File: config.mk
export PLATFORM = sky130hd
export DESIGN_NAME = spike_train_word_detector_top_flat
export DESIGN_NICKNAME = d
export VERILOG_FILES = /design/src/rtl/stwd_pkg.sv /design/src/rtl/stwd_if.sv /design/src/rtl/spike_train_word_detector_top.sv /design/src/rtl/stwd_word_matcher.sv /design/src/flat_wrapper.sv
export SDC_FILE = /design/constraint.sdc
export NUM_CORES = 1
export LEC_CHECK = 0
export BUFFER_PORTS_ARGS = -buffer_cell sky130_fd_sc_hd__buf_2
export CORE_MARGIN = 2
export CORE_UTILIZATION = 50
export CTS_CLUSTER_SIZE = 10
export DETAILED_ROUTE_END_ITERATION = 6
export PLACE_DENSITY = 0.77
export SYNTH_ARGS = -nofsm -noshare
export SYNTH_HDL_FRONTEND = slang
export SYNTH_HIERARCHICAL = 1
export SYNTH_SLANG_ARGS = --single-unit
File: constraint.sdc
create_clock -name clk -period 6 [get_ports clk]
set_input_delay 0.3 -clock clk [delete_from_list [all_inputs] [get_ports clk]]
set_output_delay 0.3 -clock clk [all_outputs]
set_load 0.1 [all_outputs]
File: src/rtl/stwd_pkg.sv
// Shared constants and types for the spike train word detector.
// No dependencies; every other file refers to this package by scoped names.

package stwd_pkg;

    localparam int SAMPLE_BITS   = 16;
    localparam int TIME_BITS     = 48;
    localparam int MAX_WORD_BITS = 16;
    localparam int WLEN_BITS     = 5;
    localparam int CNT_BITS      = $clog2(MAX_WORD_BITS + 1);
    localparam int CFG_DATA_BITS = 48;
    localparam int CFG_IDX_BITS  = 2;

    localparam logic signed [SAMPLE_BITS-1:0] THRESHOLD_RST   = '0;
    localparam logic [TIME_BITS-1:0]          BIN_LENGTH_RST  = TIME_BITS'(60000000);
    localparam logic [WLEN_BITS-1:0]          WORD_LENGTH_RST = WLEN_BITS'(4);
    localparam logic [MAX_WORD_BITS-1:0]      TARGET_WORD_RST = MAX_WORD_BITS'(4);

    typedef enum logic [CFG_IDX_BITS-1:0] {
        CFG_THRESHOLD   = 2'd0,
        CFG_BIN_LENGTH  = 2'd1,
        CFG_WORD_LENGTH = 2'd2,
        CFG_TARGET_WORD = 2'd3
    } cfg_idx_t;

    // One bit pushed into the word history for the current item.
    typedef struct packed {
        logic valid;
        logic bit_value;
    } insert_req_t;

endpackage

File: src/rtl/stwd_if.sv
// Valid/ready channel interfaces for sample items and bin result items.
// Depends on stwd_pkg for field widths.

interface stwd_sample_if;
    logic                                    valid;
    logic                                    ready;
    logic signed [stwd_pkg::SAMPLE_BITS-1:0] sample;
    logic [stwd_pkg::TIME_BITS-1:0]          time_ns;

    modport source (output valid, output sample, output time_ns, input ready);
    modport sink   (input valid, input sample, input time_ns, output ready);
endinterface

interface stwd_result_if;
    logic valid;
    logic ready;
    logic word_detected;
    logic bin_bit;

    modport source (output valid, output word_detected, output bin_bit, input ready);
    modport sink   (input valid, input word_detected, input bin_bit, output ready);
endinterface

File: src/rtl/spike_train_word_detector_top.sv
// Top level of the spike train word detector: config registers, spike and bin logic.
// Depends on stwd_pkg, the channel interfaces in stwd_if.sv and stwd_word_matcher.

// Each accepted sample item is handled in the cycle it is taken: the peak test,
// the 48-bit elapsed-time compare and the word match all settle before the
// edge, and a bin-end result is captured in the output register at that edge.
// One item is taken every cycle; the sample side stalls only while the output
// register holds a result that the sink has not taken. Configuration writes
// take effect on the next item and should be made while the block is idle.

module spike_train_word_detector_top
(
    input  logic                                 clk,
    input  logic                                 rst_n,
    input  logic                                 cfg_we,
    input  logic [stwd_pkg::CFG_IDX_BITS-1:0]    cfg_index,
    input  logic [stwd_pkg::CFG_DATA_BITS-1:0]   cfg_wdata,
    stwd_sample_if.sink                          samples,
    stwd_result_if.source                        results
);

    logic signed [stwd_pkg::SAMPLE_BITS-1:0] threshold_reg;
    logic [stwd_pkg::TIME_BITS-1:0]          bin_length_reg;
    logic [stwd_pkg::WLEN_BITS-1:0]          word_length_reg;
    logic [stwd_pkg::MAX_WORD_BITS-1:0]      target_word_reg;

    logic signed [stwd_pkg::SAMPLE_BITS-1:0] prev_sample_reg;
    logic signed [stwd_pkg::SAMPLE_BITS-1:0] prev_prev_sample_reg;
    logic                                    spike_in_bin_reg;
    logic                                    pending_start_reg;
    logic [stwd_pkg::TIME_BITS-1:0]          window_start_reg;

    logic                                    out_valid_reg;
    logic                                    word_detected_reg;
    logic                                    bin_bit_reg;

    logic                                    accept;
    logic [stwd_pkg::TIME_BITS-1:0]          start_time;
    logic [stwd_pkg::TIME_BITS-1:0]          elapsed;
    logic                                    spike;
    logic                                    first_spike;
    logic                                    spike_seen;
    logic                                    close;
    logic                                    match;
    stwd_pkg::insert_req_t                   insert;
    stwd_pkg::cfg_idx_t                      cfg_sel;

    assign samples.ready = !out_valid_reg || results.ready;
    assign accept        = samples.valid && samples.ready;

    assign start_time  = pending_start_reg ? samples.time_ns : window_start_reg;
    assign elapsed     = samples.time_ns - start_time;
    assign close       = elapsed > bin_length_reg;
    assign spike       = (prev_prev_sample_reg <= prev_sample_reg)
                      && (prev_sample_reg >= samples.sample)
                      && (prev_sample_reg > threshold_reg);
    assign first_spike = spike && !spike_in_bin_reg;
    assign spike_seen  = spike_in_bin_reg || first_spike;

    // A bin that closes without a spike records a zero.
    assign insert.valid     = accept && (first_spike || (close && !spike_seen));
    assign insert.bit_value = first_spike;

    stwd_word_matcher u_matcher
    (
        .clk         (clk),
        .rst_n       (rst_n),
        .insert      (insert),
        .bin_close   (accept && close),
        .word_length (word_length_reg),
        .target_word (target_word_reg),
        .match       (match)
    );

    assign cfg_sel = stwd_pkg::cfg_idx_t'(cfg_index);

    always_ff @(posedge clk or negedge rst_n)
    begin
        if (!rst_n)
        begin
            threshold_reg   <= stwd_pkg::THRESHOLD_RST;
            bin_length_reg  <= stwd_pkg::BIN_LENGTH_RST;
            word_length_reg <= stwd_pkg::WORD_LENGTH_RST;
            target_word_reg <= stwd_pkg::TARGET_WORD_RST;
        end
        else if (cfg_we)
        begin
            unique case (cfg_sel)
                stwd_pkg::CFG_THRESHOLD:
                    threshold_reg <= cfg_wdata[stwd_pkg::SAMPLE_BITS-1:0];
                stwd_pkg::CFG_BIN_LENGTH:
                    bin_length_reg <= cfg_wdata[stwd_pkg::TIME_BITS-1:0];
                stwd_pkg::CFG_WORD_LENGTH:
                    word_length_reg <= cfg_wdata[stwd_pkg::WLEN_BITS-1:0];
                stwd_pkg::CFG_TARGET_WORD:
                    target_word_reg <= cfg_wdata[stwd_pkg::MAX_WORD_BITS-1:0];
                default:
                    threshold_reg <= threshold_reg;
            endcase
        end
    end

    always_ff @(posedge clk or negedge rst_n)
    begin
        if (!rst_n)
        begin
            prev_sample_reg      <= '0;
            prev_prev_sample_reg <= '0;
            spike_in_bin_reg     <= 1'b0;
            pending_start_reg    <= 1'b1;
            window_start_reg     <= '0;
        end
        else if (accept)
        begin
            prev_prev_sample_reg <= prev_sample_reg;
            prev_sample_reg      <= samples.sample;
            window_start_reg     <= start_time;
            // Restart the bin at the next item after a close.
            pending_start_reg    <= close;
            spike_in_bin_reg     <= close ? 1'b0 : spike_seen;
        end
    end

    always_ff @(posedge clk or negedge rst_n)
    begin
        if (!rst_n)
            out_valid_reg <= 1'b0;
        else if (accept && close)
            out_valid_reg <= 1'b1;
        else if (results.ready)
            out_valid_reg <= 1'b0;
    end

    always_ff @(posedge clk)
    begin
        if (accept && close)
        begin
            word_detected_reg <= match;
            bin_bit_reg       <= spike_seen;
        end
    end

    assign results.valid         = out_valid_reg;
    assign results.word_detected = word_detected_reg;
    assign results.bin_bit       = bin_bit_reg;

endmodule

File: src/rtl/stwd_word_matcher.sv
// Bit history, saturating bit count and match flag of the word detector.
// Depends on stwd_pkg.

module stwd_word_matcher
(
    input  logic                                 clk,
    input  logic                                 rst_n,
    input  stwd_pkg::insert_req_t                insert,
    input  logic                                 bin_close,
    input  logic [stwd_pkg::WLEN_BITS-1:0]       word_length,
    input  logic [stwd_pkg::MAX_WORD_BITS-1:0]   target_word,
    output logic                                 match
);

    logic [stwd_pkg::MAX_WORD_BITS-1:0] bit_history_reg;
    logic [stwd_pkg::MAX_WORD_BITS-1:0] bit_history_next;
    logic [stwd_pkg::CNT_BITS-1:0]      bits_seen_reg;
    logic [stwd_pkg::CNT_BITS-1:0]      bits_seen_next;
    logic                               match_pending_reg;
    logic                               match_pending_next;
    logic [stwd_pkg::CNT_BITS-1:0]      eff_len;
    logic [stwd_pkg::MAX_WORD_BITS-1:0] len_mask;

    // Zero acts as one, anything above the history depth acts as the depth.
    always_comb
    begin
        if (word_length == '0)
            eff_len = stwd_pkg::CNT_BITS'(1);
        else if (32'(word_length) > stwd_pkg::MAX_WORD_BITS)
            eff_len = stwd_pkg::CNT_BITS'(stwd_pkg::MAX_WORD_BITS);
        else
            eff_len = stwd_pkg::CNT_BITS'(word_length);
    end

    assign len_mask = ~({stwd_pkg::MAX_WORD_BITS{1'b1}} << eff_len);

    always_comb
    begin
        bit_history_next = bit_history_reg;
        bits_seen_next   = bits_seen_reg;
        match            = match_pending_reg;
        if (insert.valid)
        begin
            bit_history_next = (bit_history_reg << 1)
                             | stwd_pkg::MAX_WORD_BITS'(insert.bit_value);
            if (bits_seen_reg < eff_len)
                bits_seen_next = bits_seen_reg + stwd_pkg::CNT_BITS'(1);
            else
                bits_seen_next = eff_len;
            if (bits_seen_next >= eff_len)
                match = (bit_history_next & len_mask) == (target_word & len_mask);
        end
        // Drop the flag once the closing bin has reported it.
        match_pending_next = bin_close ? 1'b0 : match;
    end

    always_ff @(posedge clk or negedge rst_n)
    begin
        if (!rst_n)
        begin
            bit_history_reg   <= '0;
            bits_seen_reg     <= '0;
            match_pending_reg <= 1'b0;
        end
        else
        begin
            bit_history_reg   <= bit_history_next;
            bits_seen_reg     <= bits_seen_next;
            match_pending_reg <= match_pending_next;
        end
    end

endmodule

File: src/flat_wrapper.sv
// flat-port wrapper written by rule: the top's interface ports become plain ports
module spike_train_word_detector_top_flat 
  (clk, rst_n, cfg_we, cfg_index, cfg_wdata, samples_valid, samples_sample, samples_time_ns, samples_ready, results_valid, results_word_detected, results_bin_bit, results_ready);
  stwd_sample_if samples_i ();
  stwd_result_if results_i ();
  input  logic clk;
  input  logic rst_n;
  input  logic cfg_we;
  input  logic [stwd_pkg::CFG_IDX_BITS-1:0] cfg_index;
  input  logic [stwd_pkg::CFG_DATA_BITS-1:0] cfg_wdata;
  input wire logic [$bits(samples_i.valid)-1:0] samples_valid;
  input wire logic [$bits(samples_i.sample)-1:0] samples_sample;
  input wire logic [$bits(samples_i.time_ns)-1:0] samples_time_ns;
  output wire logic [$bits(samples_i.ready)-1:0] samples_ready;
  output wire logic [$bits(results_i.valid)-1:0] results_valid;
  output wire logic [$bits(results_i.word_detected)-1:0] results_word_detected;
  output wire logic [$bits(results_i.bin_bit)-1:0] results_bin_bit;
  input wire logic [$bits(results_i.ready)-1:0] results_ready;
  assign samples_i.valid = samples_valid;
  assign samples_i.sample = samples_sample;
  assign samples_i.time_ns = samples_time_ns;
  assign samples_ready = samples_i.ready;
  assign results_valid = results_i.valid;
  assign results_word_detected = results_i.word_detected;
  assign results_bin_bit = results_i.bin_bit;
  assign results_i.ready = results_ready;
  spike_train_word_detector_top u_core (.clk(clk), .rst_n(rst_n), .cfg_we(cfg_we), .cfg_index(cfg_index), .cfg_wdata(cfg_wdata), .samples(samples_i), .results(results_i));
endmodule
==> results of run 1 <==
-- layout by cell type, fill, tap and decap left out, drive strengths merged, types with 20 or more instances in the layout --
master	Yosys	final
clkbuf	40	20
mux2	92	92
nand4	30	30
nand2	150	150
xor2	23	23
a21o	54	54
buf	10	159
ha	153	153
o21ai	138	138
inv	121	126
xnor2	42	42
nor2	33	33
a21oi	69	69
nand3	20	20
mux2i	47	47
dfrtp	176	176
-- tightest hold or removal path: stages --
cell	delay, ps
buf_2	90
nand2_1	40
o21ai_0	60
-- cell usage after synthesis (all sizes together) (6+ instances only) --
cell / n
a211oi: 6
a21o: 54
a21oi: 69
a31oi: 11
and2: 6
and3: 7
buf: 10
clkbuf: 40
dfrtp: 176
dfstp: 13
ha: 153
inv: 121
mux2: 92
mux2i: 47
nand2: 150
nand2b: 14
nand3: 20
nand4: 30
nor2: 33
nor2b: 18
nor3: 11
nor4: 7
o211ai: 7
o21a: 8
o21ai: 138
o21bai: 11
xnor2: 42
xor2: 23
-- metal layers --
metal	up-vias	wire length (um)
li1	5168	-
met1	5109	14800
met2	284	15500
met3	33	1530
met4	0	575
met5	-	0
-- logic make-up after synthesis --
family	Yosys count	share of synthesized area
AOI/OAI and AO/OA	352	0.169
xor gates and xnor gates	65	0.0432
adders and majority gates	154	0.147
buffers and inverters	171	0.0500
DFF	191	0.365
muxes	139	0.115
and+or+nand+nor	309	0.111
-- power breakdown --
group	internal (mW)	total, mW	switching [mW]
Sequential	1.71	1.99	0.282
Clock	0.623	1.15	0.532
Combinational	2.24	5.02	2.78
Total	4.57	8.16	3.59
-- timing repair --
action	CTS	global route
pin swaps	0	7
endpoints found under the setup margin	4	22
gates resized for setup	5	32
cloned	0	1
buffers inserted	0	15
hold endpoints to repair	29	0
hold buffers	1	0
-- worst paths after layout --
kind                                        startpoint                            endpoint  slack (ps)  depth (start not counted)
setup / recovery              u_core/pending_start_reg  u_core/u_matcher/match_pending_reg         240                         25
hold / removal                       samples_sample[5]           u_core/prev_sample_reg[5]          80                          3
setup reg to reg              u_core/pending_start_reg  u_core/u_matcher/match_pending_reg         240                         25
hold reg to reg            u_core/window_start_reg[36]         u_core/window_start_reg[36]         480                          2
max in group asynchronous                        rst_n         u_core/window_start_reg[41]        4400                          3
min in group asynchronous                        rst_n         u_core/window_start_reg[18]         470                          2
-- through the flow --
stage | setup TNS [ps] | setup WS [ps] | hold WS (ps) | total power, mW
after global routing | -127 | -79.1 | 80.6 | 8.84
after global placement | 0 | 149 | 427 | 6.49
after floorplan | 0 | 46.3 | 4.41 | 5.50
final | 0 | 236 | 78.0 | 8.16
after detailed placement | -123 | -68.9 | 432 | 6.66
after CTS | 0 | 74.2 | 66.6 | 7.89
-- cell type report --
type / instances / area, sq um
Fill cell: 2217 / 10900
Multi-Input combinational cell: 1019 / 7890
Sequential cell: 191 / 4810
Timing Repair Buffer: 162 / 968
Inverter: 121 / 454
Clock buffer: 18 / 429
Tap cell: 335 / 419
Clock inverter: 14 / 155
Antenna cell: 2 / 5.00
==> results by group, run 1 <==
Run status
  • Status: finished, final reports clean

Yosys
  • Top_reg_cell synth: dfrtp_1
  • Post-synth EDFFs: 2
  • Sequential-to-total area share from yosys stat: 0.365
  • Post-synth top area share: 0.335
  • Distinct cells, synth: 85
  • Post-synth top area cell: dfrtp_1
  • Synthesized cell area: about 13,000 sq um
  • Mapped Cells: about 1,400
  • Syn Area/Cell: 9.53 sq um
  • Async SR Flop Fraction: 0.990
  • Synthesized flop and latch total: about 190
  • Synth area leaders: dfrtp_1 33%, ha_1 15%, mux2_2 7.7%, o21ai_0 5.1%, nand2_1 4.3%
  • YS warnings: 6
  • Synthesized Nets: around 1,700

Critical path
  • CP max stage cell: dfstp_2
  • CP Class: register to register
  • Critical Path Max Stage Delay: between 600 and 700 ps
  • Worst setup SP type: register
  • WP data arrival: 6100 ps
  • Crit Path Max Fanout: 9
  • CP delay by family, top: compound AO/OA/AOI/OAI gates
  • Buf/Inv on CP: 3
  • Crit path required time: 6330 ps
  • Crit. End Element: register

GRT
  • Vias in the first global route: 10,400
  • First-pass GRT wire length: around 52 mm
  • Initial antenna violation count: 4
  • Global route hottest layer: met2
  • Overflow after GRT: 0
  • Tot GR Track Use: 0.230
  • Met2 Track Usage GR: 0.383
  • Largest net degree at the start of global routing: ~120
  • Met1 usage: 0.312
  • Met3 GRT Util: 0.0384

Job
  • Max-cap viol count: 0

Placement
  • Port Buffers: approximately 120
  • GPL Wtd Cong: 0.913
  • Detail Placement HPWL: about 24 mm
  • Post-DP Area: 14,200 sq um
  • Placed cell count: about 1,800

Clock tree
  • Clock transition at the registers of the reported paths: 80 ps
  • Clk_lat worst skew: about 430 ps
  • CTS root buf: clkbuf_16
  • H-Tree Depth: 4
  • Num CTS Buffers: 17
  • Clock sink total: around 190
  • Max clock buf depth: 2
  • CTS tree: yes

Layout
  • Final nets: between 1,500 and 2,000
  • Final core occ: 0.582
  • Final non-filler cell total: roughly 1,900
  • Synth-to-Final Area Change: 14.9%
  • Final instance area: 15,100 sq um
  • Ratio of cells with drive above 1 in the final layout: 0.226

Pwr
  • Max VDD drop: between 0.2 and 0.25 mV
  • P_leak: around 7.4 nW
  • Pwr/cell area: about 540 nW/um^2

Timing
  • Fin. Hold Viols: 0
  • Max Clock Freq: about 170 MHz
  • Final Skew: ~12 ps
  • Slew HR: 0.263
  • Slew Viols, Final: 0
  • Tmin final: 5760 ps
  • Setup-failing EPs final: 0
  • Final Cycle Share: 0.961
  • RSZ-0062 raised after global routing: yes
  • Worst Max-Slew Pin Slew: about 1100 ps

Floorplanning
  • Area of the core: about 26,000 sq um
  • Die height: between 150 and 200 um
  • Die ar.: between 20,000 and 30,000 sq um
  • Rows: just under 60
  • Initial Utilization: 0.507
  • I/O Pins: about 120
  • Die W: 166 um

Detailed routing
  • WL per Instance: roughly 17 um
  • Number of remaining DRC errors: 0
  • TritonRoute pass-1 iters: 5
  • Vias: 10,600
  • Routed Antenna Nets: 0
  • Initial DRC count: between 900 and 1,000
  • Vias per inst: ~5.7
  • Final wirelength: between 30 and 40 mm

Hold path
  • Hold Path Class: input port to register
Power figures use the tool's default switching activity.
==> run 2, diff against run 1 <==
CAP_MARGIN = 10   (was unset)
CORE_UTILIZATION = 35   (was 50)
PLACE_DENSITY = 0.59   (was 0.77)
==> run 2 against run 1 <==
  * Power up 0.62%
  * Die area grew 42%
  * Global-route usage shrank 5.5 points
  * First-iteration DRC count decreased by 39%
  * Sequential share of layout area shrank 0.60 points
  * Setup slack got worse by 15 ps
  * Largest cell class unchanged
  * Largest power group unchanged
  * Utilization decreased by 17 points
  * Worst hold slack worse by 17 ps
  * Combinational power increased by 0.8%
==> results by group, run 2 (synthesized netlist as in run 1, its figures left out) <==
Clock tree
  • H-Tree Depth: 4 (unchanged)
  • Max clock buf depth: 2 (unchanged)
  • Num CTS Buffers: 17 (unchanged)
  • Clk_lat worst skew: 460 ps (+30 ps)
  • CTS root buf: clkbuf_16
  • CTS tree: yes
  • Clock sink total: 191 (unchanged)
  • Clock transition at the registers of the reported paths: 80 ps (about the same)

Pwr
  • Total Power: 8.21 mW (+0.62%)
  • Flop pwr share: 0.244 (about the same)
  • Sw Share: 0.441 (+0.000911)
  • Int Power: 4.59 mW (+0.46%)
  • P_leak: 7.40 nW (about the same)
  • Max VDD drop: 0.233 mV (+3.7%)
  • Pwr/cell area: 532 nW/um^2 (-1.4%)
  • Comb pwr share: 0.616 (about the same)
  • Clk pwr share: 0.140 (about the same)
  • Psw: 3.62 mW (+0.83%)

Layout
  • Synth-to-Final Area Change: 17.2%
  • Most common library cell in the layout ignoring fill and taps: dfrtp_1
  • Ratio of cells with drive above 1 in the final layout: 0.234 (+0.00802)
  • Commonest cells after routing, fill and taps aside: 176 x dfrtp_1, 147 x nand2_1, 145 x ha_1
  • Final nets: 1,784 (-0.056%)
  • # fillers: 3,646 (+64%)

Placement
  • Detail Placement HPWL: 25.9 mm (+6.8%)
  • Port Buffers: 122 (unchanged)
  • GPL Wtd Cong: 0.930 (+1.9%)

Timing
  • Slew Viols, Final: 0 (unchanged)
  • RSZ-0062 raised after global routing: yes
  • Max Clock Freq: 173 MHz (-0.26%)
  • Setup TNS: 0 ps (unchanged)
  • Slew HR: 0.270 (+0.00706)
  • Worst Max-Slew Pin Slew: 1090 ps (-10.6 ps)
  • Tmin final: 5780 ps (+14.8 ps)
  • Fin. Hold Viols: 0 (unchanged)
  • Final Cycle Share: 0.963 (+0.00246)
  • Setup-failing EPs final: 0 (unchanged)
  • Final Skew: 14.5 ps (+2.57 ps)

Critical path
  • Crit Path Max Fanout: 15 (+6)
  • RR Startpoint: u_core/pending_start_reg
  • Worst-case reg-to-reg path depth: 22 (-12%)
  • R2r endpoint: u_core/u_matcher/bit_history_reg[10]
  • CP max stage cell: dfstp_4
  • Worst reg2reg setup slack: 220 ps (about the same)
  • Crit path required time: 6330 ps (about the same)
  • WP data arrival: 6110 ps (about the same)
  • Crit. End Element: register
  • Worst setup SP type: register
  • CP Class: register to register
  • Worst path cell trace: buf_4, clkbuf_16, mux2i_1, ha_1, a21oi_1, o21ai_0, nor2b_1, a2111oi_0, nand2_1, a21oi_4, o31ai_1, xor2_1, ha_1, nand4_1, nor4_4, nor4b_4, buf_4, a31oi_1, a31o_2, a21oi_4, buf_4, mux2_2
  • Most frequent CP cell: buf_4
  • Critical Path Max Stage Delay: 710 ps (+50 ps)

Detailed routing
  • Vias per inst: 5.15 (-9.5%)
  • WL per Instance: 17.0 um (-2.4%)
  • Vias: 10,300 (-2.7%)
  • Initial DRC count: 551 (-39%)
  • TritonRoute pass-1 iters: 5 (unchanged)
  • Number of remaining DRC errors: 0 (unchanged)
  • Routed Antenna Nets: 0 (unchanged)
  • Final wirelength: 34.0 mm (+4.9%)

GRT
  • Overflow after GRT: 0 (unchanged)
  • Largest net degree at the start of global routing: 124 (unchanged)
  • First-pass GRT wire length: 53.7 mm (+3.3%)
  • Vias in the first global route: 10,200 (-1.9%)
  • Initial antenna violation count: 4 (unchanged)
  • Tot GR Track Use: 0.175 (-0.0545)

Floorplanning
  • Die ar.: 39,200 sq um (+42%)
  • Area of the core: 37,300 sq um (+44%)
  • Die height: 198 um (+19%)
  • I/O Pins: 123 (unchanged)
  • Die W: 198 um (+19%)
  • Initial Utilization: 0.353 (-0.154)
  • Rows: 71 (+20%)

Hold path
  • Hold endpoint: u_core/prev_sample_reg[4]
  • Worst hold path depth: 3 (unchanged)
  • Hold Path Class: input port to register
  • Worst Hold Launch: samples_sample[4]

Run status
  • Status: finished, final reports clean

Job
  • Max-cap viol count: 0 (unchanged)
-- run 2: how the worst max path moves through the flow --
| stage | cells past startpoint | startpoint | to |
|---|---|---|---|
| floorplan | 24 | u_core/pending_start_reg | u_core/u_matcher/bit_history_reg[0] |
| finish | 22 | u_core/pending_start_reg | u_core/u_matcher/bit_history_reg[10] |
| CTS | 22 | u_core/pending_start_reg | u_core/u_matcher/bit_history_reg[10] |
| global placement | 25 | u_core/pending_start_reg | u_core/results.word_detected |
| global route | 25 | u_core/pending_start_reg | u_core/results.word_detected |
| detailed placement | 25 | u_core/pending_start_reg | u_core/u_matcher/match_pending_reg |
-- run 2: power by group through the flow --
stage          clock network (mW)  logic [mW]  registers (mW)
2_1_floorplan                   0        3.53            1.98
3_5_place_dp                    0        4.66            2.00
3_3_place_gp                    0        4.56            1.98
4_1_cts                      1.19        4.70            1.98
5_1_grt                      1.24        5.70            2.05
6_report                     1.15        5.06            2.00
-- run 2: area by class of cell --
type / count / area (sq um) / share of cell area
diodes: 4 / 10.0 / 0.000649
clock buffers: 18 / 429 / 0.0278
clock inverters: 14 / 146 / 0.00949
inverters: 121 / 454 / 0.0294
multi-input cells: 1019 / 8010 / 0.519
flip-flops and latches: 191 / 4810 / 0.312
well taps: 474 / 593 / 0.0384
repair buffers: 161 / 978 / 0.0634
-- run 2: repair_timing --
action / in CTS / in global routing
gates resized for setup: 1 / 61
buffers inserted: 0 / 15
setup endpoints to repair: 17 / 24
pin swaps: 0 / 24
gates cloned: 0 / 2
hold endpoints to repair: 69 / 0
hold buffers: 1 / 0
-- run 2: stage by stage --
step | instances | instance area, sq um | util | hold WS [ps] | worst slack, ps
3_3_place_gp | 1948 | 14400 | 0.385 | 375 | 52.3
2_1_floorplan | 1381 | 13200 | - | 4.41 | 46.3
4_1_cts | 1981 | 15000 | 0.401 | 36.7 | 41.9
6_report | 2002 | 15400 | 0.413 | 61.1 | 222
5_1_grt | 2000 | 15400 | 0.413 | 51.9 | -69.4
3_5_place_dp | 1948 | 14400 | 0.385 | 383 | 17.2
-- run 2: per-layer routing --
layer | track usage | share of wire
met3 | 0.0317 | 0.037
met4 | 0.0529 | 0.015
met5 | 0 | 0
met2 | 0.277 | 0.46
met1 | 0.244 | 0.49
-- run 2: critical path, delay by kind of cell (launching register included) --
kind                       cells  cell delay (ps)
AOI/OAI and AO/OA              8             1660
xor gates and xnor gates       1              150
adders and majority gates      2              580
buffers and inverters          4              730
DFF                            1              710
muxes                          2              620
and+or+nand+nor                5             1190
